[src/hw/rtl/lkvc_pkg.sv]
// shared types and constants for the lru key-value cache
// no dependencies
`default_nettype none

package lkvc_pkg;

    localparam int ENTRIES_DEF  = 16;
    localparam int KEY_BITS_DEF = 16;
    localparam int VAL_W        = 32;
    localparam int CAP_W        = 5;

    localparam logic [CAP_W-1:0] CAP_RESET = 5'd16;

    localparam logic KIND_GET = 1'b0;
    localparam logic KIND_SET = 1'b1;

    typedef enum logic [1:0] {
        ST_IDLE,
        ST_LOOK,
        ST_UPD
    } lkvc_state_t;

    // control broadcast from the sequencer to the cell row
    typedef struct packed {
        logic look;
        logic upd_fire;
        logic hit_mode;
        logic load_out;
    } lkvc_ctl_t;

endpackage

`default_nettype wire

[src/hw/rtl/lru_key_value_cache_top.sv]
// lru key-value cache: row of entry cells kept in recency order plus sequencer
// depends on lkvc_pkg, lkvc_cell, lkvc_ctrl
//
//  channel  | handshake            | beat contents
//  ---------+----------------------+---------------------------
//  input    | in_valid / in_stall  | kind, key, value
//  output   | out_valid / out_stall| hit, read_value
//  config   | cfg_valid / cfg_ready| cfg_data (capacity)
//
// each item gets one compare cycle across all cells and one shift cycle
// in which entries younger than the touched one move one cell along the row
// a get result sits in the output register; if it is still stalled when the
// next get reaches its shift cycle, that cycle repeats until the slot frees
// reset empties the row and sets capacity to 16; no clearing pass is needed
`default_nettype none

module lru_key_value_cache_top #(
    parameter int ENTRIES  = lkvc_pkg::ENTRIES_DEF,
    parameter int KEY_BITS = lkvc_pkg::KEY_BITS_DEF
) (
    input  wire logic                               clk,
    input  wire logic                               rst_n,
    input  wire logic                               in_valid,
    output logic                                    in_stall,
    input  wire logic                               kind,
    input  wire logic [KEY_BITS-1:0]                key,
    input  wire logic signed [lkvc_pkg::VAL_W-1:0]  value,
    output logic                                    out_valid,
    input  wire logic                               out_stall,
    output logic                                    hit,
    output logic signed [lkvc_pkg::VAL_W-1:0]       read_value,
    input  wire logic                               cfg_valid,
    output logic                                    cfg_ready,
    input  wire logic [lkvc_pkg::CAP_W-1:0]         cfg_data
);
    import lkvc_pkg::*;

    logic                kind_reg, kind_next;
    logic [KEY_BITS-1:0] key_reg, key_next;
    logic [VAL_W-1:0]    value_reg, value_next;
    logic                out_valid_reg, out_valid_next;
    logic                hit_reg, hit_next;
    logic [VAL_W-1:0]    rdata_reg, rdata_next;

    logic                take;
    logic                out_busy;
    logic                any_hit;
    logic [VAL_W-1:0]    rd_value;
    logic [VAL_W-1:0]    head_value;
    lkvc_ctl_t           ctl;
    logic [ENTRIES-1:0]  miss_shift;

    // chain links: index i feeds cell i, cell i drives index i+1
    logic [KEY_BITS-1:0] link_key   [ENTRIES+1];
    logic [VAL_W-1:0]    link_value [ENTRIES+1];
    logic                link_valid [ENTRIES+1];
    logic                sfx        [ENTRIES+1];
    logic [VAL_W-1:0]    rd_part    [ENTRIES];

    assign take     = in_valid & !in_stall;
    assign out_busy = out_valid_reg & out_stall;
    assign any_hit  = sfx[0];

    lkvc_ctrl #(
        .ENTRIES (ENTRIES)
    ) u_ctrl (
        .clk        (clk),
        .rst_n      (rst_n),
        .in_valid   (in_valid),
        .in_stall   (in_stall),
        .cfg_valid  (cfg_valid),
        .cfg_ready  (cfg_ready),
        .cfg_data   (cfg_data),
        .kind_q     (kind_reg),
        .hit        (any_hit),
        .out_busy   (out_busy),
        .ctl        (ctl),
        .miss_shift (miss_shift)
    );

    // head of the row: the touched or new entry always lands in cell 0
    assign head_value    = (kind_reg == KIND_SET) ? value_reg : rd_value;
    assign link_key[0]   = key_reg;
    assign link_value[0] = head_value;
    assign link_valid[0] = 1'b1;
    assign sfx[ENTRIES]  = 1'b0;

    for (genvar i = 0; i < ENTRIES; i++)
    begin : g_cell
        lkvc_cell #(
            .KEY_BITS (KEY_BITS)
        ) u_cell (
            .clk        (clk),
            .rst_n      (rst_n),
            .ctl        (ctl),
            .req_key    (key_reg),
            .src_key    (link_key[i]),
            .src_value  (link_value[i]),
            .src_valid  (link_valid[i]),
            .sfx_in     (sfx[i+1]),
            .miss_shift (miss_shift[i]),
            .ent_key    (link_key[i+1]),
            .ent_value  (link_value[i+1]),
            .ent_valid  (link_valid[i+1]),
            .sfx_out    (sfx[i]),
            .rd_part    (rd_part[i])
        );
    end

    // at most one cell matches, so an or across the row is the readout
    always_comb
    begin
        rd_value = '0;
        for (int i = 0; i < ENTRIES; i++)
            rd_value = rd_value | rd_part[i];
    end

    always_comb
    begin
        kind_next      = take ? kind : kind_reg;
        key_next       = take ? key : key_reg;
        value_next     = take ? value : value_reg;
        out_valid_next = ctl.load_out | out_busy;
        hit_next       = ctl.load_out ? any_hit : hit_reg;
        rdata_next     = ctl.load_out ? rd_value : rdata_reg;
    end

    always_ff @(posedge clk or negedge rst_n)
    begin
        if (!rst_n)
            out_valid_reg <= 1'b0;
        else
            out_valid_reg <= out_valid_next;
    end

    always_ff @(posedge clk)
    begin
        kind_reg  <= kind_next;
        key_reg   <= key_next;
        value_reg <= value_next;
        hit_reg   <= hit_next;
        rdata_reg <= rdata_next;
    end

    assign out_valid  = out_valid_reg;
    assign hit        = hit_reg;
    assign read_value = rdata_reg;

endmodule

`default_nettype wire

[src/hw/rtl/lkvc_cell.sv]
// one cache entry of the recency-ordered row: key, value, valid and match flag
// depends on lkvc_pkg
`default_nettype none

module lkvc_cell #(
    parameter int KEY_BITS = lkvc_pkg::KEY_BITS_DEF
) (
    input  wire logic                        clk,
    input  wire logic                        rst_n,
    input  wire lkvc_pkg::lkvc_ctl_t         ctl,
    input  wire logic [KEY_BITS-1:0]         req_key,
    input  wire logic [KEY_BITS-1:0]         src_key,
    input  wire logic [lkvc_pkg::VAL_W-1:0]  src_value,
    input  wire logic                        src_valid,
    input  wire logic                        sfx_in,
    input  wire logic                        miss_shift,
    output logic [KEY_BITS-1:0]              ent_key,
    output logic [lkvc_pkg::VAL_W-1:0]       ent_value,
    output logic                             ent_valid,
    output logic                             sfx_out,
    output logic [lkvc_pkg::VAL_W-1:0]       rd_part
);
    import lkvc_pkg::*;

    logic [KEY_BITS-1:0] key_reg, key_next;
    logic [VAL_W-1:0]    value_reg, value_next;
    logic                valid_reg, valid_next;
    logic                match_reg, match_next;
    logic                load;

    // on a hit every cell at or below the hit position moves one step older
    assign sfx_out = match_reg | sfx_in;
    assign load    = ctl.upd_fire & (ctl.hit_mode ? sfx_out : miss_shift);
    assign rd_part = match_reg ? value_reg : '0;

    always_comb
    begin
        key_next   = load ? src_key : key_reg;
        value_next = load ? src_value : value_reg;
        valid_next = load ? src_valid : valid_reg;
        match_next = ctl.look ? (valid_reg & (key_reg == req_key)) : match_reg;
    end

    always_ff @(posedge clk or negedge rst_n)
    begin
        if (!rst_n)
        begin
            valid_reg <= 1'b0;
            match_reg <= 1'b0;
        end
        else
        begin
            valid_reg <= valid_next;
            match_reg <= match_next;
        end
    end

    always_ff @(posedge clk)
    begin
        key_reg   <= key_next;
        value_reg <= value_next;
    end

    assign ent_key   = key_reg;
    assign ent_value = value_reg;
    assign ent_valid = valid_reg;

endmodule

`default_nettype wire

[src/hw/rtl/lkvc_ctrl.sv]
// sequencer for the cache: compare and update phases, capacity and occupancy
// depends on lkvc_pkg
`default_nettype none

module lkvc_ctrl #(
    parameter int ENTRIES = lkvc_pkg::ENTRIES_DEF
) (
    input  wire logic                        clk,
    input  wire logic                        rst_n,
    input  wire logic                        in_valid,
    output logic                             in_stall,
    input  wire logic                        cfg_valid,
    output logic                             cfg_ready,
    input  wire logic [lkvc_pkg::CAP_W-1:0]  cfg_data,
    input  wire logic                        kind_q,
    input  wire logic                        hit,
    input  wire logic                        out_busy,
    output lkvc_pkg::lkvc_ctl_t              ctl,
    output logic [ENTRIES-1:0]               miss_shift
);
    import lkvc_pkg::*;

    localparam int CNT_W = $clog2(ENTRIES + 1);
    localparam int LW    = (CNT_W > CAP_W) ? CNT_W : CAP_W;

    lkvc_state_t      state_reg, state_next;
    logic [CAP_W-1:0] cap_reg, cap_next;
    logic [CNT_W-1:0] occ_reg, occ_next;
    logic [LW-1:0]    cap_w, limit_w;
    logic [CNT_W-1:0] lim_idx;
    logic             upd_ok;
    logic             evict;
    logic             grow;

    assign cfg_ready = 1'b1;
    assign upd_ok    = (kind_q == KIND_SET) | !out_busy;

    // capacity zero acts as one, above the row length it saturates
    always_comb
    begin
        cap_w = LW'(cap_reg);
        if (cap_w == '0)
            limit_w = LW'(1);
        else if (cap_w > LW'(ENTRIES))
            limit_w = LW'(ENTRIES);
        else
            limit_w = cap_w;
    end

    assign evict   = LW'(occ_reg) >= limit_w;
    assign lim_idx = evict ? (occ_reg - CNT_W'(1)) : occ_reg;
    assign grow    = (state_reg == ST_UPD) & upd_ok & (kind_q == KIND_SET) & !hit & !evict;

    always_comb
    begin
        for (int i = 0; i < ENTRIES; i++)
            miss_shift[i] = CNT_W'(i) <= lim_idx;
    end

    // next state
    always_comb
    begin
        state_next = state_reg;
        case (state_reg)
            ST_IDLE:
                if (in_valid)
                    state_next = ST_LOOK;
            ST_LOOK:
                state_next = ST_UPD;
            ST_UPD:
                if (upd_ok)
                    state_next = in_valid ? ST_LOOK : ST_IDLE;
            default:
                state_next = ST_IDLE;
        endcase
    end

    // outputs
    always_comb
    begin
        ctl      = '0;
        in_stall = 1'b1;
        case (state_reg)
            ST_IDLE:
                in_stall = 1'b0;
            ST_LOOK:
                ctl.look = 1'b1;
            ST_UPD:
            begin
                in_stall     = !upd_ok;
                ctl.hit_mode = hit;
                ctl.upd_fire = upd_ok & ((kind_q == KIND_SET) | hit);
                ctl.load_out = upd_ok & (kind_q == KIND_GET);
            end
            default:
                in_stall = 1'b1;
        endcase
    end

    always_comb
    begin
        cap_next = (cfg_valid & cfg_ready) ? cfg_data : cap_reg;
        occ_next = grow ? (occ_reg + CNT_W'(1)) : occ_reg;
    end

    always_ff @(posedge clk or negedge rst_n)
    begin
        if (!rst_n)
        begin
            state_reg <= ST_IDLE;
            cap_reg   <= CAP_RESET;
            occ_reg   <= '0;
        end
        else
        begin
            state_reg <= state_next;
            cap_reg   <= cap_next;
            occ_reg   <= occ_next;
        end
    end

endmodule

`default_nettype wire

[config.mk]
export PLATFORM = sky130hd
export DESIGN_NAME = lru_key_value_cache_top
export DESIGN_NICKNAME = d
export VERILOG_FILES = /design/src/hw/rtl/lkvc_pkg.sv /design/src/hw/rtl/lru_key_value_cache_top.sv /design/src/hw/rtl/lkvc_cell.sv /design/src/hw/rtl/lkvc_ctrl.sv
export SDC_FILE = /design/constraint.sdc
export NUM_CORES = 1
export LEC_CHECK = 0
export ABC_AREA = 1
export BUFFER_PORTS_ARGS = -buffer_cell sky130_fd_sc_hd__buf_2
export CAP_MARGIN = 10
export CORE_MARGIN = 2
export CORE_UTILIZATION = 52
export CTS_BUF_LIST = sky130_fd_sc_hd__clkbuf_16
export CTS_CLUSTER_SIZE = 14
export DETAILED_ROUTE_END_ITERATION = 10
export GPL_TIMING_DRIVEN = 0
export HOLD_SLACK_MARGIN = 0.08
export PLACE_DENSITY = 0.65
export SETUP_SLACK_MARGIN = 0.05
export SLEW_MARGIN = 20
export SYNTH_ARGS = -nofsm -noshare
export SYNTH_HDL_FRONTEND = slang
export SYNTH_SLANG_ARGS = --single-unit
[constraint.sdc]
create_clock -name clk -period 5.5 [get_ports clk]
set_input_delay 0.825 -clock clk [delete_from_list [all_inputs] [get_ports clk]]
set_output_delay 0.825 -clock clk [all_outputs]
set_load 0.02 [all_outputs]
==> metrics.md <==
| Metric | Value |
|---|---|
| Crit-path cells | `inv_1, ha_1, nand2_1, inv_1, nand2_1, o21ai_1, nor2_4, nand2_1, o21ai_1, nand2_1, clkinv_1, nor2_1, nand2_1, nand2_1, nand2_1, inv_4, buf_12` |
| Pwr Density | `393 nW/um^2` |
| DR pass1 iterations | `5` |
| Clock-pin slew on the worst setup and hold paths | `60 ps` |
| Gr usage total | `0.247` |
| CORE AREA | `approximately 67000 sq um` |
| Final Util | `0.595` |
| Least-Margin Pin Slew | `around 1300 ps` |
| Flop2flop setup slack | `2000 ps` |
| Syn nets | `between 2000 and 3000` |
| Max stage delay on crit path | `530 ps` |
| Prevailing post-synth register cell | `edfxtp_1` |
| Path type of the worst setup path | `flip-flop to flip-flop` |
| Async SR Flop Fraction | `0.0503` |
| Initial antenna violation count | `2` |
| Status | `complete, no violations` |
| Hold/Removal Path Class | `primary input to asynchronous set/reset pin` |
| Post-CTS Hold Buffers | `0` |
| RePlAce Congestion | `0.858` |
| Vias | `20600` |
| Post-Route Skew | `18.9 ps` |
| Max reg flops | `512` |
| Clk buf depth | `3` |
| Clock Sinks | `895` |
| Worst slack at placement | `2040 ps` |
| Setup crit end kind | `flip-flop` |
| H-Tree Depth | `3` |
| WL final | `85.8 mm` |
| # diodes | `0` |
| Worst setup SP type | `flip-flop` |
| CTS root buf | `clkbuf_16` |
| Vias per cell | `5.75` |
| Worst vdd ir | `250 uV` |
| Synth Warn # | `0` |
| MaxCap Viol Count | `0` |
| CTS tree | `done` |
| Post-DP HPWL | `between 50 and 60 mm` |
| Final hold vios | `0` |
| Synthesis-to-layout area growth | `13.8%` |
| Final WS setup | `2000 ps` |
| Syn Inst Count | `between 2000 and 2500` |
| Worst slew margin | `0.151` |
| Final #Nets | `roughly 2700` |
| CP max-delay cell | `dfstp_2` |
| Placed cell areas | `37000 sq um` |
| Crit path top cell by count | `nand2_1` |
| Gr ovfl total | `0` |
| Setup Buffers After CTS | `0` |
| Maximum clock rate | `286 MHz` |
| Share of layout cells above drive strength 1 | `0.123` |
| Tot Pwr | `0.0156 W` |
| First-pass GRT wire length | `127 mm` |
| CTS buffer count | `89` |
| Initial core utilization | `0.523` |
| Final setup viols | `0` |
| Leakage Power | `approximately 14 nW` |
| Max Slew Vio Count | `0` |
| Post-synthesis sequential area ratio | `0.762` |
| Post-synthesis cell area | `35000 sq um` |
| Fin crit period | `3500 ps` |
| Worst EP required | `5810 ps` |
| CP Data Arrival Time | `~3800 ps` |
| ANT nets after route | `0` |
| Clk_lat worst skew | `640 ps` |
| Largest net degree at the start of global routing | `46` |
| Port bufs | `92` |
| Post-route cell area | `39800 sq um` |
| Die Wd | `263 um` |
| Tcrit/Tclk final | `0.636` |
| Flop and latch count out of synthesis | `slightly below 900` |
| FP Rows | `95` |
| Syn avg cell area | `14.3 sq um` |
| PostCTS Resize Cnt | `0` |
| Die area | `about 70000 sq um` |
| Vias in the first global route | `20500` |
| IO Pins | `95` |
| Setup TNS | `0 ps` |
| Starting DRC count in detailed routing | `~2000` |
| Most frequent cells in the layout | `edfxtp_1, nand2_1, xor2_1` |
| Yosys cell types | `between 40 and 50` |
| Die height | `around 260 um` |
| Drt wl/cell | `23.9 um` |
| DRC Markers | `0` |
| CP max FO | `29` |
| Commonest non-fill, non-tap cell in the layout | `edfxtp_1` |
| Post-synth EDFFs | `850` |
| RSZ-0062 raised after global routing | `false` |
power breakdown:
group	internal [W]	switching (W)	total (W)	leakage [nW]
Combinational	0.000426	0.00105	0.00147	4.35
Sequential	0.00808	0.000256	0.00834	8.32
Clock	0.00324	0.00259	0.00584	1.44
Yosys cell counts, drive strengths merged, types with 24 or more instances:
library cell,n,share of area
inv,95,0.010
or2,46,0.0082
a22o,50,0.013
dfrtp,44,0.031
nor4,24,0.0043
clkbuf,85,0.0092
xnor2,73,0.018
buf,31,0.0046
xor2,119,0.030
nand2,548,0.059
edfxtp,850,0.73
nand3,106,0.016
a221oi,64,0.016
nor2,84,0.010
nand4,81,0.016
a21oi,64,0.0093
logic make-up (layout without fill, tap and decap cells):
| logic type | count (synthesis) | count (layout) | share of synthesized area |
|---|---|---|---|
| AOI/OAI and AO/OA | 216 | 216 | 0.0452 |
| adders and majority gates | 7 | 7 | 0.00250 |
| xor gates and xnor gates | 192 | 192 | 0.0481 |
| buffers and inverters | 214 | 488 | 0.0243 |
| muxes | 1 | 1 | 0.000322 |
| and+or+nand+nor | 915 | 915 | 0.118 |
| DFF | 895 | 895 | 0.762 |
| other | 1 | 1 | 0.000107 |
stage by stage:
stage | std cells | hold WS [ps]
after global routing | 3588 | 221
after detailed placement | 3425 | 432
after global placement | 3406 | 428
final | 3588 | 190
after floorplan | 2441 | 421
after CTS | 3588 | 325
routing by layer:
metal,GRT usage,wire [um],up-vias
li1,-,-,9283
met1,0.355,36100,10300
met2,0.384,39300,927
met3,0.0488,8060,137
met4,0.0802,2240,0
met5,0,0,-
path summary, 6_finish.rpt:
kind / startpoint / endpoint / cells past startpoint
max: u_ctrl.cap_reg[4] / g_cell[11].u_cell.ent_value[11] / 17
min: rst_n / u_ctrl.occ_reg[3] / 1
max reg2reg: u_ctrl.cap_reg[4] / g_cell[11].u_cell.ent_value[11] / 17
min reg2reg: g_cell[2].u_cell.ent_value[20] / g_cell[3].u_cell.ent_value[20] / 0
max in group asynchronous: rst_n / g_cell[9].u_cell.match_reg / 1
min in group clk: value[4] / value_reg[4] / 1
layout make-up:
class | instances | area [sq um]
clock buffer | 91 | 2280
sequential | 895 | 26700
buffer | 116 | 484
multi-input combinational | 1332 | 7510
clock inverter | 72 | 500
timing repair buffer | 111 | 881
inverter | 98 | 405
fill | 5120 | 27100
tap | 873 | 1090
worst max-delay path: cells and delay by family, from the launching register on:
kind | cells | cell delay, ps
simple gates | 9 | 1000
buf+inv | 5 | 900
flops | 1 | 530
compound gates | 2 | 420
fa+ha+maj | 1 | 300
Note: power is estimated with default switching activity, not from simulation.
